[src/hw/rtl/itda_pkg.sv]
// shared constants and types for the integer to decimal text block
package itda_pkg;

  // width of the signed input word
  localparam int VALUE_BITS = 32;

  // decimal digits needed for any magnitude of VALUE_BITS bits
  localparam int NUM_DIGITS = (VALUE_BITS * 1233) / 4096 + 1;
  localparam int BCD_BITS   = NUM_DIGITS * 4;
  localparam int DIG_IDX_W  = (NUM_DIGITS > 1) ? $clog2(NUM_DIGITS) : 1;

  // shift-add-3 conversion takes this many magnitude bits per cycle
  localparam int STEP_BITS  = 4;
  localparam int STEPS      = (VALUE_BITS + STEP_BITS - 1) / STEP_BITS;
  localparam int PAD_BITS   = STEPS * STEP_BITS;
  localparam int STEP_CNT_W = (STEPS > 1) ? $clog2(STEPS) : 1;

  // queue between front and back
  localparam int FIFO_DEPTH = 2;
  localparam int FIFO_PTR_W = (FIFO_DEPTH > 1) ? $clog2(FIFO_DEPTH) : 1;
  localparam int FIFO_CNT_W = $clog2(FIFO_DEPTH + 1);

  // ascii codes
  localparam logic [6:0] CHAR_ZERO  = 7'd48;
  localparam logic [6:0] CHAR_MINUS = 7'd45;

  // classified word: sign and unsigned magnitude
  typedef struct packed {
    logic                  neg;
    logic [VALUE_BITS-1:0] mag;
  } entry_t;

  // converted word: sign and packed bcd digits, digit 0 least significant
  typedef struct packed {
    logic                neg;
    logic [BCD_BITS-1:0] bcd;
  } conv_t;

  // converter control
  typedef enum logic [2:0] {
    CONV_IDLE = 3'b001,
    CONV_RUN  = 3'b010,
    CONV_DONE = 3'b100
  } conv_state_e;

endpackage

[src/hw/rtl/itda_front.sv]
// front end: takes a word and splits it into sign and magnitude
module itda_front (
  input  logic                            push_i,
  input  logic                            full_i,
  input  logic [itda_pkg::VALUE_BITS-1:0] value_i,
  output logic                            wr_en_o,
  output itda_pkg::entry_t                entry_o
);
  import itda_pkg::*;

  // accept when the queue has room
  assign wr_en_o = push_i & ~full_i;

  // sign from the top bit, magnitude as unsigned two's complement negation
  always_comb begin
    entry_o.neg = value_i[VALUE_BITS-1];
    entry_o.mag = entry_o.neg ? (~value_i + VALUE_BITS'(1)) : value_i;
  end

endmodule

[src/hw/rtl/itda_fifo.sv]
// short queue of classified words between front and back
module itda_fifo (
  input  logic             clk_i,
  input  logic             rst_ni,
  input  logic             wr_en_i,
  input  itda_pkg::entry_t wr_data_i,
  input  logic             rd_en_i,
  output itda_pkg::entry_t rd_data_o,
  output logic             full_o,
  output logic             empty_o
);
  import itda_pkg::*;

  entry_t                mem_q [FIFO_DEPTH];
  logic [FIFO_PTR_W-1:0] wr_ptr_q, wr_ptr_d;
  logic [FIFO_PTR_W-1:0] rd_ptr_q, rd_ptr_d;
  logic [FIFO_CNT_W-1:0] cnt_q, cnt_d;
  logic                  do_wr, do_rd;

  assign full_o    = (cnt_q == FIFO_CNT_W'(FIFO_DEPTH));
  assign empty_o   = (cnt_q == '0);
  assign do_wr     = wr_en_i & ~full_o;
  assign do_rd     = rd_en_i & ~empty_o;
  assign rd_data_o = mem_q[rd_ptr_q];

  // pointer and count update with explicit wrap
  always_comb begin
    wr_ptr_d = wr_ptr_q;
    rd_ptr_d = rd_ptr_q;
    cnt_d    = cnt_q;
    if (do_wr) begin
      wr_ptr_d = (wr_ptr_q == FIFO_PTR_W'(FIFO_DEPTH - 1)) ? '0 : wr_ptr_q + 1'b1;
    end
    if (do_rd) begin
      rd_ptr_d = (rd_ptr_q == FIFO_PTR_W'(FIFO_DEPTH - 1)) ? '0 : rd_ptr_q + 1'b1;
    end
    if (do_wr && !do_rd) begin
      cnt_d = cnt_q + 1'b1;
    end else if (!do_wr && do_rd) begin
      cnt_d = cnt_q - 1'b1;
    end
  end

  // control registers
  always_ff @(posedge clk_i or negedge rst_ni) begin
    if (!rst_ni) begin
      wr_ptr_q <= '0;
      rd_ptr_q <= '0;
      cnt_q    <= '0;
    end else begin
      wr_ptr_q <= wr_ptr_d;
      rd_ptr_q <= rd_ptr_d;
      cnt_q    <= cnt_d;
    end
  end

  // storage
  always_ff @(posedge clk_i) begin
    if (do_wr) begin
      mem_q[wr_ptr_q] <= wr_data_i;
    end
  end

endmodule

[src/hw/rtl/itda_convert.sv]
// back end converter: binary magnitude to bcd by shift-add-3, four bits a cycle
module itda_convert (
  input  logic             clk_i,
  input  logic             rst_ni,
  input  logic             empty_i,
  input  itda_pkg::entry_t entry_i,
  output logic             rd_en_o,
  output logic             done_o,
  output itda_pkg::conv_t  result_o,
  input  logic             take_i
);
  import itda_pkg::*;

  conv_state_e           state_q, state_d;
  logic [STEP_CNT_W-1:0] cnt_q, cnt_d;
  logic [PAD_BITS-1:0]   sh_q, sh_d;
  logic [BCD_BITS-1:0]   bcd_q, bcd_d;
  logic                  neg_q, neg_d;
  logic [PAD_BITS-1:0]   sh_w;
  logic [BCD_BITS-1:0]   bcd_w;

  assign rd_en_o      = (state_q == CONV_IDLE) & ~empty_i;
  assign done_o       = (state_q == CONV_DONE);
  assign result_o.neg = neg_q;
  assign result_o.bcd = bcd_q;

  // four dependent adjust-and-shift steps
  always_comb begin
    bcd_w = bcd_q;
    sh_w  = sh_q;
    for (int s = 0; s < STEP_BITS; s++) begin
      for (int d = 0; d < NUM_DIGITS; d++) begin
        if (bcd_w[d*4 +: 4] >= 4'd5) begin
          bcd_w[d*4 +: 4] = bcd_w[d*4 +: 4] + 4'd3;
        end
      end
      {bcd_w, sh_w} = {bcd_w[BCD_BITS-2:0], sh_w, 1'b0};
    end
  end

  // sequencer
  always_comb begin
    state_d = state_q;
    cnt_d   = cnt_q;
    sh_d    = sh_q;
    bcd_d   = bcd_q;
    neg_d   = neg_q;
    unique case (state_q)
      CONV_IDLE: begin
        if (!empty_i) begin
          sh_d    = PAD_BITS'(entry_i.mag);
          bcd_d   = '0;
          neg_d   = entry_i.neg;
          cnt_d   = '0;
          state_d = CONV_RUN;
        end
      end
      CONV_RUN: begin
        sh_d  = sh_w;
        bcd_d = bcd_w;
        cnt_d = cnt_q + 1'b1;
        if (cnt_q == STEP_CNT_W'(STEPS - 1)) begin
          state_d = CONV_DONE;
        end
      end
      CONV_DONE: begin
        if (take_i) begin
          state_d = CONV_IDLE;
        end
      end
      default: state_d = CONV_IDLE;
    endcase
  end

  // control registers
  always_ff @(posedge clk_i or negedge rst_ni) begin
    if (!rst_ni) begin
      state_q <= CONV_IDLE;
      cnt_q   <= '0;
    end else begin
      state_q <= state_d;
      cnt_q   <= cnt_d;
    end
  end

  // datapath registers
  always_ff @(posedge clk_i) begin
    sh_q  <= sh_d;
    bcd_q <= bcd_d;
    neg_q <= neg_d;
  end

endmodule

[src/hw/rtl/itda_emit.sv]
// back end emitter: sends sign and digits out one word per pop
module itda_emit (
  input  logic            clk_i,
  input  logic            rst_ni,
  input  logic            done_i,
  input  itda_pkg::conv_t result_i,
  output logic            take_o,
  output logic            empty_o,
  input  logic            pop_i,
  output logic [6:0]      character_o,
  output logic            last_o
);
  import itda_pkg::*;

  logic                 active_q, active_d;
  logic                 neg_q, neg_d;
  logic [DIG_IDX_W-1:0] idx_q, idx_d;
  logic [BCD_BITS-1:0]  bcd_q, bcd_d;
  logic [DIG_IDX_W-1:0] lead_w;
  logic [3:0]           digit_w;
  logic                 do_pop;

  // index of the leading nonzero digit, zero when all digits are zero
  always_comb begin
    lead_w = '0;
    for (int d = 0; d < NUM_DIGITS; d++) begin
      if (result_i.bcd[d*4 +: 4] != 4'd0) begin
        lead_w = DIG_IDX_W'(d);
      end
    end
  end

  // current output word
  assign digit_w     = bcd_q[idx_q*4 +: 4];
  assign empty_o     = ~active_q;
  assign character_o = neg_q ? CHAR_MINUS : (CHAR_ZERO + {3'b000, digit_w});
  assign last_o      = ~neg_q & (idx_q == '0);
  assign do_pop      = pop_i & active_q;
  assign take_o      = done_i & (~active_q | (do_pop & last_o));

  // walk sign, then digits from the top down
  always_comb begin
    active_d = active_q;
    neg_d    = neg_q;
    idx_d    = idx_q;
    bcd_d    = bcd_q;
    if (do_pop) begin
      if (neg_q) begin
        neg_d = 1'b0;
      end else if (idx_q == '0) begin
        active_d = 1'b0;
      end else begin
        idx_d = idx_q - 1'b1;
      end
    end
    if (take_o) begin
      active_d = 1'b1;
      neg_d    = result_i.neg;
      idx_d    = lead_w;
      bcd_d    = result_i.bcd;
    end
  end

  // control registers
  always_ff @(posedge clk_i or negedge rst_ni) begin
    if (!rst_ni) begin
      active_q <= 1'b0;
      neg_q    <= 1'b0;
      idx_q    <= '0;
    end else begin
      active_q <= active_d;
      neg_q    <= neg_d;
      idx_q    <= idx_d;
    end
  end

  // digit buffer
  always_ff @(posedge clk_i) begin
    bcd_q <= bcd_d;
  end

endmodule

[src/hw/rtl/int_to_decimal_ascii.sv]
// top level: signed integer to decimal ascii characters
//
//   channel  direction  handshake      payload
//   input    in         push_i/full_o  value_i (32 bit signed)
//   result   out        pop_i/empty_o  character_o (7 bit), last_o
//
// a word is written into the queue, loaded into the converter, converted in the
// shift-add-3 loop (four magnitude bits per cycle) and handed off to the emitter.
// conversion of the next word overlaps the output of the current one.
// reset clears the queue, the converter and the emitter; pop held low stalls
// only the emitter, then the converter, then the queue, and finally full_o.
module int_to_decimal_ascii (
  input  logic                            clk_i,
  input  logic                            rst_ni,
  input  logic                            push_i,
  output logic                            full_o,
  input  logic [itda_pkg::VALUE_BITS-1:0] value_i,
  output logic                            empty_o,
  input  logic                            pop_i,
  output logic [6:0]                      character_o,
  output logic                            last_o
);
  import itda_pkg::*;

  logic   wr_en;
  entry_t wr_entry;
  logic   rd_en;
  entry_t rd_entry;
  logic   fifo_empty;
  logic   conv_done;
  conv_t  conv_result;
  logic   take;

  // sign and magnitude split
  itda_front u_front (
    .push_i  (push_i),
    .full_i  (full_o),
    .value_i (value_i),
    .wr_en_o (wr_en),
    .entry_o (wr_entry)
  );

  // decoupling queue
  itda_fifo u_fifo (
    .clk_i     (clk_i),
    .rst_ni    (rst_ni),
    .wr_en_i   (wr_en),
    .wr_data_i (wr_entry),
    .rd_en_i   (rd_en),
    .rd_data_o (rd_entry),
    .full_o    (full_o),
    .empty_o   (fifo_empty)
  );

  // binary to bcd
  itda_convert u_convert (
    .clk_i    (clk_i),
    .rst_ni   (rst_ni),
    .empty_i  (fifo_empty),
    .entry_i  (rd_entry),
    .rd_en_o  (rd_en),
    .done_o   (conv_done),
    .result_o (conv_result),
    .take_i   (take)
  );

  // character output
  itda_emit u_emit (
    .clk_i       (clk_i),
    .rst_ni      (rst_ni),
    .done_i      (conv_done),
    .result_i    (conv_result),
    .take_o      (take),
    .empty_o     (empty_o),
    .pop_i       (pop_i),
    .character_o (character_o),
    .last_o      (last_o)
  );

endmodule
[config.mk]
export PLATFORM = sky130hd
export DESIGN_NAME = int_to_decimal_ascii
export DESIGN_NICKNAME = d
export VERILOG_FILES = /design/src/hw/rtl/itda_pkg.sv /design/src/hw/rtl/itda_front.sv /design/src/hw/rtl/itda_fifo.sv /design/src/hw/rtl/itda_convert.sv /design/src/hw/rtl/itda_emit.sv /design/src/hw/rtl/int_to_decimal_ascii.sv
export SDC_FILE = /design/constraint.sdc
export NUM_CORES = 1
export LEC_CHECK = 0
export ABC_CLOCK_PERIOD_IN_PS = 10200
export BUFFER_PORTS_ARGS = -buffer_cell sky130_fd_sc_hd__clkbuf_2
export CORE_UTILIZATION = 40
export DETAILED_ROUTE_END_ITERATION = 6
export PLACE_DENSITY_LB_ADDON = 0.15
export SETUP_SLACK_MARGIN = 0.15
export SYNTH_ARGS = -nofsm -noshare
export SYNTH_HDL_FRONTEND = slang
export SYNTH_SLANG_ARGS = --single-unit
[constraint.sdc]
create_clock -name clk_i -period 10.2 [get_ports clk_i]
set_input_delay 2.04 -clock clk_i [delete_from_list [all_inputs] [get_ports clk_i]]
set_output_delay 2.04 -clock clk_i [all_outputs]
set_load 0.03 [all_outputs]
=== After elaboration in Yosys (flattened, before gate mapping) ===
Memories as Yosys holds them, arrays and structs flattened.
Cells that the tools add are included.
Widths: inputs -> output; s select.

* Bitwise gates (word level): 14
* Divide/modulo/power cells: 0
* Shift-type cells: 1
* Reductions and logical operators: 24
* Mux-type cells: 77
* Multipliers: 0
* Magnitude comparators: 40
* Add/sub/neg operators: 48
* Equality and inequality tests: 10

{| class="wikitable"
|+ Operators by type and width
! operator !! count
|-
| $mux 4 || 48
|-
| $ge 4x3->1 const B || 40
|-
| $add 4x2->4 const B || 36
|-
| $pmux 40 s2 || 1
|-
| $mux 32 || 2
|-
| $pmux 32 s2 || 1
|-
| $mux 40 || 1
|-
| $shiftx 40x7->4 || 1
|-
| $reduce_bool 4->1 || 9
|-
| $add 32x1->32 const B || 1
|-
| $not 32->32 || 1
|-
| $mux 3 || 8
|-
| $add 3x2->3 const B || 4
|-
| $mux 1 || 11
|-
| $pmux 3 s3 || 1
|-
| $reduce_and 3->1 || 3
|-
| $and 1x1->1 || 8
|-
| $ne 2x2->1 const B || 4
|-
| $reduce_bool 2->1 || 4
|-
| $add 6x4->7 const A || 1
|-
| $mux 7 || 1
|-
| $eq 3x3->1 const B || 2
|-
| $pmux 3 s2 || 1
|-
| $logic_not 4->1 || 1
|-
| 16 further kinds || 24
|}

* Bits in latches: 0
* Memory bits (read-only): 0
* Output and inout bits: 10
* Memory bits (writable): 66
* Input bits: 36
* Bits in registers: 129
* Memories kept: 1

{| class="wikitable"
|+ Memory list
! memory !! depth !! width !! read ports !! clocked after memory_dff !! write ports !! RTL line !! text
|-
| u_fifo.mem_q || 2 || 33 || 1 || 0 || 1 || itda_fifo.sv:14 || <nowiki>entry_t mem_q [FIFO_DEPTH];</nowiki>
|}

=== Longest topological paths before layout ===
* Word-level depth: 11
* Mapped depth: 19

=== By module ===
Synthesis repeated with hierarchy kept, for this count alone.

* Cell total of the unflattened synthesis: 1391
* Area, all modules: 13599.3 µm²

{| class="wikitable"
|+ Modules (own cells, without submodules)
! module !! cells each !! seq. area each (µm²) !! area an instance (µm²) !! times used
|-
| itda_convert || 1024 || 2343.5 || 7952.6 || 1
|-
| itda_fifo || 122 || 2082.0 || 2730.1 || 1
|-
| itda_emit || 144 || 1351.3 || 2122.0 || 1
|-
| itda_front || 101 || 0.0 || 794.5 || 1
|}

=== Least setup slack after synthesis ===
Ideal clock, no wire load.

* Kind: input port to flip-flop
* From: in value_i[14] (netlist name)
* To: mem u_fifo.mem_q[0][30] (netlist name), data pin
* Arrival time: 3.982 ns
* Data required time: 9.933 ns
* Path slack: 5.950 ns
* Cell stages on the path: 6
* Library setup time: 0.267 ns
* Buffers on the path: 0
* Cell sequence: or4_1 or3_1 or3_1 or3_4 o41ai_2 xnor2_1

{| class="wikitable"
|+ RTL lines
! item !! RTL line !! text
|-
| start, declared || int_to_decimal_ascii.sv:17 || <nowiki>input logic [itda_pkg::VALUE_BITS-1:0] value_i,</nowiki>
|-
| end, declared || itda_fifo.sv:14 ||
|}

=== Worst setup path in the final report ===
* From: reg u_emit.idx_q[0]
* To: out character_o[0]

* Cells in the longest elaborated chain, start to end: 3

{| class="wikitable"
|+ RTL lines
! item !! RTL line !! text
|-
| start, declared || itda_emit.sv:17 || <nowiki>logic [DIG_IDX_W-1:0] idx_q, idx_d;</nowiki>
|-
| start signal, assigned || itda_emit.sv:73 || <nowiki>idx_q <= idx_d;</nowiki>
|-
| $shiftx 40x7->4 || itda_emit.sv:34 || <nowiki>assign digit_w = bcd_q[idx_q*4 +: 4];</nowiki>
|-
| $add 6x4->7 || itda_emit.sv:36 || <nowiki>assign character_o = neg_q ? CHAR_MINUS : (CHAR_ZERO + {3'b000, digit_w});</nowiki>
|-
| $mux 7 || itda_emit.sv:36 ||
|-
| end, declared || int_to_decimal_ascii.sv:20 || <nowiki>output logic [6:0] character_o,</nowiki>
|}

Every way passes these cells.

==> impl_results.md <==
- Combined area of all synthesized cells: 12,420 um2
- Clk sinks: 195
- Area of the placeable core: 30,590 um2
- Count of fill cells added during filler insertion: 2,916
- Total Routed Length: 25,220 um
- Leftover overflow at the end of global routing: 0
- Most frequently used flop master after synthesis: sky130_fd_sc_hd__edfxtp_1
- Post-DR wirelength/cell: 15.65 um
- Achievable clock frequency: 219.6 MHz
- Max Cap Viol: 0
- DP Wirelength: 18,230 um
- Total negative slack: 0 ns
- Number of max-slew violations in the final report: 0
- Number of enable-type register cells in the synthesized netlist: 179
- Hold WC Path Type: register to register
- Number of nets with antenna violations after routing: 0
- First DRT Iteration DRCs: 462
- Number of hold buffers added after cts: 0
- FF-to-FF Start: u_convert.bcd_q[36]$_SDFFCE_PN0P_
- Cell variety after synth: 85
- Setup repair bufs after CTS: 0
- Vias: 8,868
- Root buf cell: sky130_fd_sc_hd__clkbuf_16
- Diode count: 0
- Transition time at the pin with the least slew margin: 1.062 ns
- Worst clock skew: 0.01019 ns
- Number of cells upsized or downsized after cts: 0
- Destination of the worst register-to-register timing path: u_convert.bcd_q[38]$_SDFFCE_PN0P_
- Final setup violating endpoints: 0
- Fraction of final layout cells with drive strength greater than 1: 15.88%
- Proportion of synthesized chip area in sequential cells: 46.53%
- Worst min-delay path startpoint: u_convert.bcd_q[37]$_SDFFCE_PN0P_
- Vias per cell: 5.505
- Area growth from synthesis to final layout: 9.826%
- Number of cells traversed by the worst hold path: 0
- Top-level I/O count: 46
- Drt first pass iters: 5
- Total CTS buffers: 17
- Worst min-delay path endpoint: u_emit.bcd_q[37]$_DFFE_PP_
- Data arrival time of the critical path: 2.51 ns
- H-Tree Level Count: 4
- Clock transition at the register clock pins on the worst setup and hold paths after CTS: 0.07 ns
- Async S/R FF share, synth: 8.205%
- Weighted congestion at the end of routability-driven global placement: 0.7928
- Tmin final: 4.554 ns
- RSZ-0062 raised after global routing: no
- Required time of the critical path: 8.16 ns
- Cell count after synthesis: 1,173
- Number of failing hold endpoints at the final stage: 0
- Share of the clock period used by the worst path after layout: 44.64%
- Wire length of the first global-routing pass: 41,490 um
- Depth of the most critical reg-to-reg path: 18
- Pin count of the biggest net entering global routing: 60
- Number of warnings reported in the yosys synthesis log: 0
- Post-route DRC violation count: 0
- TritonCTS clock tree: done
- Vias in the first global route: 8,123
- Type of element capturing the critical path: output port
- Critical path launch point type: register
- Number of synthesized register bits: 195
- Clock network latency to the later pin of the worst-skew pair: 0.44 ns
- Initial standard-cell utilization of the core: 40.59%
- Outcome: complete, no violations
- Aggregate global-route resource usage: 16.54%
- Headroom to the max-slew limit: 29.22%
- Synthesized netlist net count: 1,255
- Initial antenna violation count: 0
- WS Path Type: register to output port
- Total of buffers placed on input and output ports: 43
- Reg-to-reg slack, setup: 6.42 ns
- Clk buf depth: 2
- Vertical die dimension: 178.2 um
- Placement Rows: 64
- Die area: 31,750 um2
- Overall die width: 178.2 um
- Final net count: 1,284
- Syn_area_per_cell: 10.58 um2
- Max Fanout on Critical Path: 16
==> placed cells by master (no fill, tap or decap), types with 17 or more instances in the layout <==
cell type / count
sky130_fd_sc_hd__o21ai_1: 27
sky130_fd_sc_hd__edfxtp_1: 179
sky130_fd_sc_hd__a211oi_1: 24
sky130_fd_sc_hd__nor3_1: 22
sky130_fd_sc_hd__nand2_1: 106
sky130_fd_sc_hd__nand2b_1: 19
sky130_fd_sc_hd__mux2i_1: 60
sky130_fd_sc_hd__inv_1: 47
sky130_fd_sc_hd__clkbuf_16: 17
sky130_fd_sc_hd__nor2_1: 50
sky130_fd_sc_hd__clkbuf_2: 43
sky130_fd_sc_hd__o21ai_0: 91
sky130_fd_sc_hd__a21oi_1: 79
sky130_fd_sc_hd__xnor2_1: 49
sky130_fd_sc_hd__ha_1: 46
sky130_fd_sc_hd__a31oi_1: 24
==> cells by family (layout without fill, tap and decap cells) <==
family,count (synthesis),after routing,synth area share (%)
compound gates,391,391,21.39
simple gates,293,293,11.73
flops,195,195,46.53
buf+inv,103,145,3.285
mux,82,82,7.578
xor+xnor,61,61,4.787
fa+ha+maj,46,46,4.636
other cells,2,2,0.06049
==> flip-flops by register name (all words and copies together) (netlist names) <==
name / cells
u_fifo.wr_ptr_q: 1
u_convert.bcd_q: 40
u_fifo.rd_ptr_q: 1
u_emit.active_q: 1
u_convert.neg_q: 1
u_emit.bcd_q: 40
u_fifo.mem_q: 66
u_convert.state_q: 3
u_convert.cnt_q: 3
u_fifo.cnt_q: 2
u_emit.idx_q: 4
u_emit.neg_q: 1
u_convert.sh_q: 32
==> cells in the mapped netlist (all sizes together) (4+ instances only) <==
master	instances	area share (%)
inv	62	1.9
a21o	8	0.48
or3	16	0.89
nor3	23	0.97
o211ai	12	0.77
ha	46	4.6
or2	13	0.68
a211oi	25	1.6
clkbuf	25	0.76
and2	13	0.68
nor2	52	1.6
a311oi	4	0.28
nor2b	4	0.20
o21ai	124	5.2
a21oi	91	4.2
o211a	4	0.32
a31oi	34	2.4
o32ai	5	0.41
a31o	13	0.92
nand3	13	0.52
o21a	13	0.79
o21bai	4	0.24
xor2	4	0.28
mux4	8	1.5
mux2i	61	4.9
o31ai	14	1.1
nand2	106	3.2
o41ai	4	0.34
a21boi	4	0.24
dfrtp	15	3.0
and3	4	0.20
xnor2	57	4.5
or3b	5	0.35
buf	15	0.62
a211o	10	0.71
nand2b	19	0.96
edfxtp	179	43
mux2	13	1.2
nor3b	15	0.91
==> per-stage QoR <==
step | setup WS, ns | hold WS [ns] | utilization [%] | instances | instance area, um2
2_1_floorplan | 5.950 | 0.4244 | - | 1173 | 12420
3_3_place_gp | 5.527 | 0.4515 | 42.56 | 1579 | 13020
3_5_place_dp | 5.493 | 0.4652 | 42.56 | 1579 | 13020
4_1_cts | 5.618 | 0.4815 | 44.58 | 1611 | 13640
5_1_grt | 5.497 | 0.4865 | 44.58 | 1611 | 13640
6_report | 5.646 | 0.4661 | 44.58 | 1611 | 13640
==> layer usage <==
metal / vias to the layer above / routed length [um] / track usage, %
met5: - / 0 / 0
met1: 4239 / 12340 / 22.89
met4: 0 / 203 / 3.814
li1: 4498 / - / -
met2: 117 / 12020 / 26.80
met3: 14 / 653 / 3.026
==> worst max-delay path by stage <==
stage	from	to	slack (ns)	cells after the start
4_1_cts	u_emit.idx_q[0]$_DFFE_PN0P_	character_o[0]	5.62	4
3_5_place_dp	value_i[4]	u_fifo.mem_q[0][30]$_DFFE_PP_	5.49	7
3_3_place_gp	value_i[4]	u_fifo.mem_q[0][29]$_DFFE_PP_	5.53	7
5_1_grt	u_emit.idx_q[0]$_DFFE_PN0P_	character_o[1]	5.50	5
2_1_floorplan	value_i[14]	u_fifo.mem_q[0][30]$_DFFE_PP_	5.95	6
6_report	u_emit.idx_q[0]$_DFFE_PN0P_	character_o[0]	5.65	4
==> cell type report <==
| class | count | area, um2 | area share (%) |
|---|---|---|---|
| flip-flops and latches | 195 | 5778 | 42.37 |
| repair buffers | 50 | 267.8 | 1.964 |
| well taps | 396 | 495.5 | 3.634 |
| inverters | 63 | 236.5 | 1.734 |
| clock inverters | 15 | 191.4 | 1.404 |
| clock buffers | 17 | 425.4 | 3.120 |
| multi-input cells | 875 | 6241 | 45.77 |
==> worst max-delay path: stages, from the launching register on <==
cell and delay (ns):
sky130_fd_sc_hd__dfrtp_1 0.91, sky130_fd_sc_hd__mux4_2 0.59, sky130_fd_sc_hd__mux2i_1 0.21, sky130_fd_sc_hd__o221ai_1 0.15, sky130_fd_sc_hd__clkbuf_2 0.20
Power is left out: the tool's default activity adds up to more than one toggle a clock period on the data nets, which glitch-free logic cannot reach.
